`src/rtl/sfp_pkg.sv`:
```
// sfp_pkg: shared types and constants for the spherical point flipping block
// used by sfp_step and spherical_flip_points; no dependencies

package sfp_pkg;

    localparam int unsigned COORD_BITS_DEF = 16;

    typedef enum logic [1:0] {
        FUNC_MEASURE = 2'd0,
        FUNC_FLIP    = 2'd1,
        FUNC_CLEAR   = 2'd2
    } t_func;

    typedef enum logic {
        STEP_SQRT = 1'b0,
        STEP_DIV  = 1'b1
    } t_step_mode;

    typedef enum logic [3:0] {
        ST_IDLE,
        ST_SQ,
        ST_MAX,
        ST_RAD,
        ST_NORM,
        ST_PREP,
        ST_MUL,
        ST_DLOAD,
        ST_DIV,
        ST_WB,
        ST_OUT
    } t_state;

endpackage

```
`src/rtl/sfp_step.sv`:
```
// sfp_step: one shared compare-subtract step, serving both the digit-by-digit
// square root (two radicand bits a step) and restoring division (one bit a step)
// depends on sfp_pkg

module sfp_step #(
    parameter int unsigned COORD_BITS = sfp_pkg::COORD_BITS_DEF,
    localparam int unsigned UW = COORD_BITS + 4,
    localparam int unsigned AW = COORD_BITS + 2
) (
    input  sfp_pkg::t_step_mode   i_mode,
    input  logic [UW-1:0]         i_rem,
    input  logic [AW-1:0]         i_acc,
    input  logic [1:0]            i_bits,
    input  logic [COORD_BITS-1:0] i_div,
    output logic [UW-1:0]         o_rem,
    output logic [AW-1:0]         o_acc
);

    logic [UW-1:0] sh;
    logic [UW-1:0] trial;
    logic [UW-1:0] diff;
    logic          ge;

    always_comb begin
        case (i_mode)
            sfp_pkg::STEP_SQRT: begin
                sh    = {i_rem[UW-3:0], i_bits};
                trial = {2'b00, i_acc[COORD_BITS-1:0], 2'b01};
            end
            sfp_pkg::STEP_DIV: begin
                sh    = {i_rem[UW-2:0], i_bits[1]};
                trial = {4'b0000, i_div};
            end
            default: begin
                sh    = {i_rem[UW-3:0], i_bits};
                trial = {2'b00, i_acc[COORD_BITS-1:0], 2'b01};
            end
        endcase
        diff  = sh - trial;
        ge    = (sh >= trial);
        o_rem = ge ? diff : sh;
        o_acc = {i_acc[AW-2:0], ge};
    end

endmodule

```
`src/rtl/spherical_flip_points.sv`:
```
// spherical_flip_points: spherical flipping of viewer-space points, one beat at a time
// measure: busy for three squares on the shared multiplier, then the max update
// flip: squares, a radius square root when none is held, the norm square root, then per axis a
// multiply, divide and write-back (skipped at the origin); the shared sqrt/divide step does a digit a cycle
// clear: handled in idle without going busy; the next beat is taken as soon as the block is in idle
// synchronous active-low reset clears the stored maximum, radius, radius flag, state and output valid

module spherical_flip_points #(
    parameter int unsigned COORD_BITS = sfp_pkg::COORD_BITS_DEF
) (
    input  logic                         i_clk,
    input  logic                         i_rst_n,
    input  logic                         i_valid,
    output logic                         o_stall,
    input  logic [1:0]                   i_func,
    input  logic signed [COORD_BITS-1:0] i_pos_x,
    input  logic signed [COORD_BITS-1:0] i_pos_y,
    input  logic signed [COORD_BITS-1:0] i_pos_z,
    output logic                         o_valid,
    input  logic                         i_stall,
    output logic signed [COORD_BITS+1:0] o_out_x,
    output logic signed [COORD_BITS+1:0] o_out_y,
    output logic signed [COORD_BITS+1:0] o_out_z,
    output logic                         o_at_origin
);

    localparam int unsigned C  = COORD_BITS;
    localparam int unsigned OB = C + 2;
    localparam int unsigned QB = OB;
    localparam int unsigned NW = 2 * C + 1;
    localparam int unsigned UW = C + 4;
    localparam int unsigned AW = C + 2;
    localparam int unsigned CW = $clog2(C + 2);

    sfp_pkg::t_state r_state, n_state;

    logic [2*C-1:0] r_max, n_max;
    logic [C-1:0]   r_radius, n_radius;
    logic           r_rvalid, n_rvalid;
    logic           r_flip, n_flip;
    logic [C-1:0]   r_mag [3];
    logic [C-1:0]   n_mag [3];
    logic [2:0]     r_sign, n_sign;
    logic [1:0]     r_idx, n_idx;
    logic [2*C-1:0] r_dsq, n_dsq;
    logic [2*C-1:0] r_src, n_src;
    logic [UW-1:0]  r_rem, n_rem;
    logic [AW-1:0]  r_acc, n_acc;
    logic [CW-1:0]  r_cnt, n_cnt;
    logic [C-1:0]   r_nrm, n_nrm;
    logic [C:0]     r_m, n_m;
    logic           r_fneg, n_fneg;
    logic [NW-1:0]  r_num, n_num;
    logic           r_sat, n_sat;
    logic [OB-1:0]  r_res [3];
    logic [OB-1:0]  n_res [3];
    logic           r_origin, n_origin;

    logic          r_out_valid, n_out_valid;
    logic [OB-1:0] r_out_x, r_out_y, r_out_z;
    logic          r_out_org;
    logic          out_load;

    logic          in_acc;
    logic [C-1:0]  mul_a;
    logic [C:0]    mul_b;
    logic [NW-1:0] prod;

    sfp_pkg::t_step_mode step_mode;
    logic [UW-1:0]       step_rem;
    logic [AW-1:0]       step_acc;

    logic          sqrt_done;
    logic          div_done;
    logic [C:0]    two_r;
    logic [C:0]    nrm_ext;
    logic          wb_neg;
    logic [OB-1:0] wb_lim;
    logic [OB-1:0] wb_mag;

    assign o_stall = (r_state != sfp_pkg::ST_IDLE);
    assign in_acc  = i_valid && !o_stall;

    // shared multiplier: squares at the start of both functions, p*m while flipping
    assign mul_a = r_mag[r_idx];
    assign mul_b = (r_state == sfp_pkg::ST_SQ) ? {1'b0, r_mag[r_idx]} : r_m;
    assign prod  = NW'(mul_a) * NW'(mul_b);

    assign step_mode = (r_state == sfp_pkg::ST_DIV) ? sfp_pkg::STEP_DIV : sfp_pkg::STEP_SQRT;

    sfp_step #(
        .COORD_BITS (COORD_BITS)
    ) u_step (
        .i_mode (step_mode),
        .i_rem  (r_rem),
        .i_acc  (r_acc),
        .i_bits (r_src[2*C-1:2*C-2]),
        .i_div  (r_nrm),
        .o_rem  (step_rem),
        .o_acc  (step_acc)
    );

    assign sqrt_done = (r_cnt == CW'(C - 1));
    assign div_done  = (r_cnt == CW'(QB - 1));
    assign two_r     = {r_radius, 1'b0};
    assign nrm_ext   = {1'b0, r_nrm};
    assign out_load  = (r_state == sfp_pkg::ST_OUT) && (!r_out_valid || !i_stall);

    always_comb begin
        wb_neg = r_sign[r_idx] ^ r_fneg;
        wb_lim = wb_neg ? {1'b1, {(OB-1){1'b0}}} : {1'b0, {(OB-1){1'b1}}};
        wb_mag = (r_sat || (r_acc > wb_lim)) ? wb_lim : r_acc;
    end

    // next state
    always_comb begin
        n_state = r_state;
        case (r_state)
            sfp_pkg::ST_IDLE: begin
                if (in_acc && (i_func == sfp_pkg::FUNC_MEASURE || i_func == sfp_pkg::FUNC_FLIP)) begin
                    n_state = sfp_pkg::ST_SQ;
                end
            end
            sfp_pkg::ST_SQ: begin
                if (r_idx == 2'd2) begin
                    if (!r_flip) begin
                        n_state = sfp_pkg::ST_MAX;
                    end else if (!r_rvalid) begin
                        n_state = sfp_pkg::ST_RAD;
                    end else begin
                        n_state = sfp_pkg::ST_NORM;
                    end
                end
            end
            sfp_pkg::ST_MAX: n_state = sfp_pkg::ST_IDLE;
            sfp_pkg::ST_RAD: begin
                if (sqrt_done) begin
                    n_state = sfp_pkg::ST_NORM;
                end
            end
            sfp_pkg::ST_NORM: begin
                if (sqrt_done) begin
                    n_state = sfp_pkg::ST_PREP;
                end
            end
            sfp_pkg::ST_PREP: begin
                n_state = (r_nrm == '0) ? sfp_pkg::ST_OUT : sfp_pkg::ST_MUL;
            end
            sfp_pkg::ST_MUL:   n_state = sfp_pkg::ST_DLOAD;
            sfp_pkg::ST_DLOAD: n_state = sfp_pkg::ST_DIV;
            sfp_pkg::ST_DIV: begin
                if (div_done) begin
                    n_state = sfp_pkg::ST_WB;
                end
            end
            sfp_pkg::ST_WB: begin
                n_state = (r_idx == 2'd2) ? sfp_pkg::ST_OUT : sfp_pkg::ST_MUL;
            end
            sfp_pkg::ST_OUT: begin
                if (out_load) begin
                    n_state = sfp_pkg::ST_IDLE;
                end
            end
            default: n_state = sfp_pkg::ST_IDLE;
        endcase
    end

    // datapath
    always_comb begin
        n_max    = r_max;
        n_radius = r_radius;
        n_rvalid = r_rvalid;
        n_flip   = r_flip;
        n_mag    = r_mag;
        n_sign   = r_sign;
        n_idx    = r_idx;
        n_dsq    = r_dsq;
        n_src    = r_src;
        n_rem    = r_rem;
        n_acc    = r_acc;
        n_cnt    = r_cnt;
        n_nrm    = r_nrm;
        n_m      = r_m;
        n_fneg   = r_fneg;
        n_num    = r_num;
        n_sat    = r_sat;
        n_res    = r_res;
        n_origin = r_origin;

        case (r_state)
            sfp_pkg::ST_IDLE: begin
                if (in_acc) begin
                    case (sfp_pkg::t_func'(i_func))
                        sfp_pkg::FUNC_MEASURE, sfp_pkg::FUNC_FLIP: begin
                            n_flip   = (i_func == sfp_pkg::FUNC_FLIP);
                            n_sign   = {i_pos_z[C-1], i_pos_y[C-1], i_pos_x[C-1]};
                            n_mag[0] = i_pos_x[C-1] ? (~i_pos_x + C'(1)) : i_pos_x;
                            n_mag[1] = i_pos_y[C-1] ? (~i_pos_y + C'(1)) : i_pos_y;
                            n_mag[2] = i_pos_z[C-1] ? (~i_pos_z + C'(1)) : i_pos_z;
                            n_idx    = 2'd0;
                        end
                        sfp_pkg::FUNC_CLEAR: begin
                            n_max    = '0;
                            n_rvalid = 1'b0;
                        end
                        default: begin
                        end
                    endcase
                end
            end
            sfp_pkg::ST_SQ: begin
                n_dsq = ((r_idx == 2'd0) ? '0 : r_dsq) + prod[2*C-1:0];
                n_rem = '0;
                n_acc = '0;
                n_cnt = '0;
                if (r_idx == 2'd2) begin
                    n_idx = 2'd0;
                    n_src = r_rvalid ? n_dsq : r_max;
                end else begin
                    n_idx = r_idx + 2'd1;
                end
            end
            sfp_pkg::ST_MAX: begin
                if (r_dsq > r_max) begin
                    n_max = r_dsq;
                end
                n_rvalid = 1'b0;
            end
            sfp_pkg::ST_RAD, sfp_pkg::ST_NORM: begin
                n_rem = step_rem;
                n_acc = step_acc;
                n_src = r_src << 2;
                n_cnt = r_cnt + CW'(1);
                if (sqrt_done) begin
                    n_rem = '0;
                    n_acc = '0;
                    n_cnt = '0;
                    if (r_state == sfp_pkg::ST_RAD) begin
                        n_radius = step_acc[C-1:0];
                        n_rvalid = 1'b1;
                        n_src    = r_dsq;
                    end else begin
                        n_nrm = step_acc[C-1:0];
                    end
                end
            end
            sfp_pkg::ST_PREP: begin
                n_idx    = 2'd0;
                n_origin = (r_nrm == '0);
                if (two_r >= nrm_ext) begin
                    n_m    = two_r - nrm_ext;
                    n_fneg = 1'b0;
                end else begin
                    n_m    = nrm_ext - two_r;
                    n_fneg = 1'b1;
                end
                if (r_nrm == '0) begin
                    n_res[0] = '0;
                    n_res[1] = '0;
                    n_res[2] = '0;
                end
            end
            sfp_pkg::ST_MUL: begin
                // add half the norm so the quotient comes out rounded
                n_num = prod + {{(NW-C){1'b0}}, 1'b0, r_nrm[C-1:1]};
            end
            sfp_pkg::ST_DLOAD: begin
                // quotient would not fit the result width
                n_sat = ({1'b0, r_num[NW-1:QB]} >= r_nrm);
                n_rem = {{(UW-(NW-QB)){1'b0}}, r_num[NW-1:QB]};
                n_src = {r_num[QB-1:0], {(2*C-QB){1'b0}}};
                n_acc = '0;
                n_cnt = '0;
            end
            sfp_pkg::ST_DIV: begin
                n_rem = step_rem;
                n_acc = step_acc;
                n_src = r_src << 1;
                n_cnt = r_cnt + CW'(1);
            end
            sfp_pkg::ST_WB: begin
                n_res[r_idx] = wb_neg ? (~wb_mag + OB'(1)) : wb_mag;
                if (r_idx != 2'd2) begin
                    n_idx = r_idx + 2'd1;
                end
            end
            default: begin
            end
        endcase
    end

    always_comb begin
        n_out_valid = r_out_valid;
        if (out_load) begin
            n_out_valid = 1'b1;
        end else if (!i_stall) begin
            n_out_valid = 1'b0;
        end
    end

    always_ff @(posedge i_clk) begin
        if (!i_rst_n) begin
            r_state     <= sfp_pkg::ST_IDLE;
            r_max       <= '0;
            r_radius    <= '0;
            r_rvalid    <= 1'b0;
            r_out_valid <= 1'b0;
        end else begin
            r_state     <= n_state;
            r_max       <= n_max;
            r_radius    <= n_radius;
            r_rvalid    <= n_rvalid;
            r_out_valid <= n_out_valid;
        end
    end

    always_ff @(posedge i_clk) begin
        r_flip   <= n_flip;
        r_mag    <= n_mag;
        r_sign   <= n_sign;
        r_idx    <= n_idx;
        r_dsq    <= n_dsq;
        r_src    <= n_src;
        r_rem    <= n_rem;
        r_acc    <= n_acc;
        r_cnt    <= n_cnt;
        r_nrm    <= n_nrm;
        r_m      <= n_m;
        r_fneg   <= n_fneg;
        r_num    <= n_num;
        r_sat    <= n_sat;
        r_res    <= n_res;
        r_origin <= n_origin;
        if (out_load) begin
            r_out_x   <= r_res[0];
            r_out_y   <= r_res[1];
            r_out_z   <= r_res[2];
            r_out_org <= r_origin;
        end
    end

    assign o_valid     = r_out_valid;
    assign o_out_x     = r_out_x;
    assign o_out_y     = r_out_y;
    assign o_out_z     = r_out_z;
    assign o_at_origin = r_out_org;

    // a new result beat only ever comes from the output hand-off state
    a_out_from_seq: assert property (@(posedge i_clk) disable iff (!i_rst_n)
        $rose(o_valid) |-> $past(r_state) == sfp_pkg::ST_OUT)
        else $error("result beat raised outside the output state");

    // the point norm is only taken once a radius is held
    a_norm_has_radius: assert property (@(posedge i_clk) disable iff (!i_rst_n)
        r_state == sfp_pkg::ST_NORM |-> r_rvalid)
        else $error("norm square root running without a radius");

    a_div_count: assert property (@(posedge i_clk) disable iff (!i_rst_n)
        r_state == sfp_pkg::ST_DIV |-> r_cnt < CW'(QB))
        else $error("division step count overran");

    a_coord_index: assert property (@(posedge i_clk) disable iff (!i_rst_n)
        (r_state == sfp_pkg::ST_MUL || r_state == sfp_pkg::ST_WB) |-> r_idx != 2'd3)
        else $error("coordinate index out of range");

    // the stored maximum only drops on a clear beat
    a_max_monotonic: assert property (@(posedge i_clk) disable iff (!i_rst_n)
        r_max < $past(r_max) |-> $past(in_acc && i_func == sfp_pkg::FUNC_CLEAR))
        else $error("stored maximum fell without a clear");

endmodule
```
`config.mk`:
```
export PLATFORM = sky130hd
export DESIGN_NAME = spherical_flip_points
export DESIGN_NICKNAME = d
export VERILOG_FILES = /design/src/rtl/sfp_pkg.sv /design/src/rtl/sfp_step.sv /design/src/rtl/spherical_flip_points.sv
export SDC_FILE = /design/constraint.sdc
export NUM_CORES = 2
export LEC_CHECK = 0
export BUFFER_PORTS_ARGS = -buffer_cell sky130_fd_sc_hd__buf_2
export CAP_MARGIN = 20
export CORE_MARGIN = 10
export CORE_UTILIZATION = 40
export CTS_CLUSTER_SIZE = 40
export DETAILED_ROUTE_END_ITERATION = 10
export HOLD_SLACK_MARGIN = 0.05
export PLACE_DENSITY = 0.55
export SYNTH_ARGS = -nofsm -noshare
export SYNTH_HDL_FRONTEND = slang
export SYNTH_SLANG_ARGS = --single-unit
```
`constraint.sdc`:
```
create_clock -name i_clk -period 16.7 [get_ports i_clk]
set_input_delay 1.67 -clock i_clk [delete_from_list [all_inputs] [get_ports i_clk]]
set_output_delay 1.67 -clock i_clk [all_outputs]
set_load 0.03 [all_outputs]
```
==> flow_summary.toml <==
[clock_tree]
cts_tree = "yes"
post_cts_resized = 0
cts_setup_buffers = 0
root_buffer = "clkbuf_16"
hold_buffers = 0
cts.path.max_buffers = 3
insertion_delay_ns = 0.61
h-tree-depth = 2
cts.clk_slew.worst_paths_ns = 0.06
clock_sinks = 392
cts_made_buffers = 46

[timing]
grt_setup_unrepaired = "no"
fin_tns_setup_ns = 0
finalSetupViolCount = 0
fin_crit_sh = 0.6601
worst_slew_pin_slew_ns = 1.084
fmax_mhz = 90.71
hold_viol_final = 0
min_period_ns = 11.02
slew_headroom = 0.2766
skew_ns = 0.05241
finalWorstSetupSlack_ns = 5.676
fin_hold_ws_ns = 0.4209
report.final.slew_viol_count = 0

[floorplanning]
design.die.area_um2 = 95530
core_area_um2 = 82500
die_h_um = 309.1
initial_utilization = 0.4051
rows = 105
die_w_um = 309.1
ios = 111

[global_routing]
antenna_found_initial = 3
top_usage_layer = "met2"
grt_max_degree = 56
met1_usage = 0.3102
use_met2 = 0.3313
met3_usage = 0.04072
first_global_vias = 25980
grt_use_total = 0.2144
grt_pass1_wl_um = 159600
grt_overflow = 0

[critical_path]
cp_max_fo = 55
start_kind = "flip-flop"
cp.required_ns = 17.01
path_delay_family = "adder cells"
crit_top_cell = "fa_1"
slowest_delay_ns = 1.06
worstPathArrival_ns = 11.34
cp_slowest_cell = "o21ai_0"
path_buf_inv = 6
setup.worst_path.class = "reg -> reg"
critPathCaptureType = "flip-flop"

[routing]
drc = 0
avgViaCountPerCell = 5.580
ant_nets = 0
drt_iter0_markers = 2059
totalWireLength_um = 102700
vias = 26200
drt_pass1_iterations = 6
wl_per_cell_um = 21.87

[logic_synthesis]
syn_area_per_cell_um2 = 9.496
syn_area_um2 = 33430
syn_inst = 3520
synth_seq_cells = 392
synth_area_leader_cell = "edfxtp_1"
yosysSeqAreaShare = 0.3360
yosysTopAreaCellShare = 0.3036
ys_top_cells_by_area = "edfxtp_1 (30%), fa_1 (13%), ha_1 (10%)"
synthFlopType = "edfxtp_1"
yosys.cell_types.count = 90
syn-num-nets = 4062
synth_edf_count = 338
yosys_warnings = 0
async_reset_ff_frac = 0

[cells_and_area]
drive_gt1_frac = 0.08221
layout.nets = 4133
final_area_um2 = 36750
syn_to_final_growth_pct = 9.949
final.fill_count = 8070

[place]
hpwl_um = 79420
place_area_um2 = 35280
io_buffers = 110
dp_slack_ns = 5.785
gp_congestion = 0.9265

[outcome]
status = "finished, final reports clean"

[worst_hold_path]
hp-class = "reg -> reg"

[job]
maxCapViolCount = 0
-- synthesized netlist by cell type (103+ instances only) --
master and n:
nand2_1 459, inv_1 397, edfxtp_1 338, nor2_1 320
ha_1 275, fa_1 213, a21oi_1 178, o21ai_0 148
mux2i_1 130, xnor2_1 112, clkbuf_1 111, a21o_1 103
-- flip-flops by register name, indices dropped and copies added (netlist names), 2 cells and up --
register,cells
o_out_x,18
r_nrm,16
r_res,54
r_radius,16
r_dsq,32
r_state,4
r_num,33
r_rem,19
o_out_y,18
r_sign,3
r_src,32
r_max,32
r_mag,48
o_out_z,18
r_m,17
r_idx,2
r_acc,18
r_cnt,5
-- per-stage QoR --
step             util  std cells
2_1_floorplan       -       3520
5_1_grt        0.4454       4695
4_1_cts        0.4454       4695
3_3_place_gp   0.4277       4613
6_report       0.4455       4696
3_5_place_dp   0.4277       4613
-- path summary, 6_finish.rpt --
path	start	end	slack, ns	cells past startpoint
hold / removal	r_origin	o_at_origin	0.42	0
setup reg to reg	r_state[2]	r_src[29]	5.68	33
hold reg to reg	r_origin	o_at_origin	0.42	0
setup / recovery	r_state[2]	r_src[29]	5.68	33
-- cell families after synthesis --
group                    Yosys count  share of synthesized area
XOR/XNOR                         155                    0.04061
buffers and inverters            535                    0.06064
AND/OR/NAND/NOR                 1112                     0.1503
multiplexers                     136                    0.04095
flip-flops                       392                     0.3360
AO/OA/AOI/OAI                    702                     0.1410
adder cells (fa/ha/maj)          488                     0.2305
-- routing by layer --
layer  up-vias  wire, um
met4         2      1740
met5         -        13
met1     12920     47470
li1      12300         -
met3       114      8244
met2       868     45250
-- cell usage in the layout, fill, tap and decap left out, drive strengths merged, types with 103 or more instances in the layout --
cell,Yosys,layout
nor2,320,320
a21oi,179,179
buf,25,159
o21ai,156,156
ha,275,275
inv,397,398
nand2,459,459
a21o,103,103
edfxtp,338,338
mux2i,130,130
fa,213,213
xnor2,112,112
-- area by class of cell --
| cell class | instances | area (um^2) | share of cell area |
|---|---|---|---|
| clock buffers | 66 | 1309 | 0.03561 |
| multi-input cells | 2593 | 20300 | 0.5522 |
| clock inverters | 16 | 156.4 | 0.004256 |
| repair buffers | 159 | 918.4 | 0.02499 |
| well taps | 1070 | 1339 | 0.03643 |
| flip-flops and latches | 392 | 11230 | 0.3056 |
| diodes | 1 | 2.502 | 0.00006809 |
| inverters | 399 | 1499 | 0.04079 |
Power is left out: the tool's default activity adds up to more than one toggle a clock period on the data nets, which glitch-free logic cannot reach.
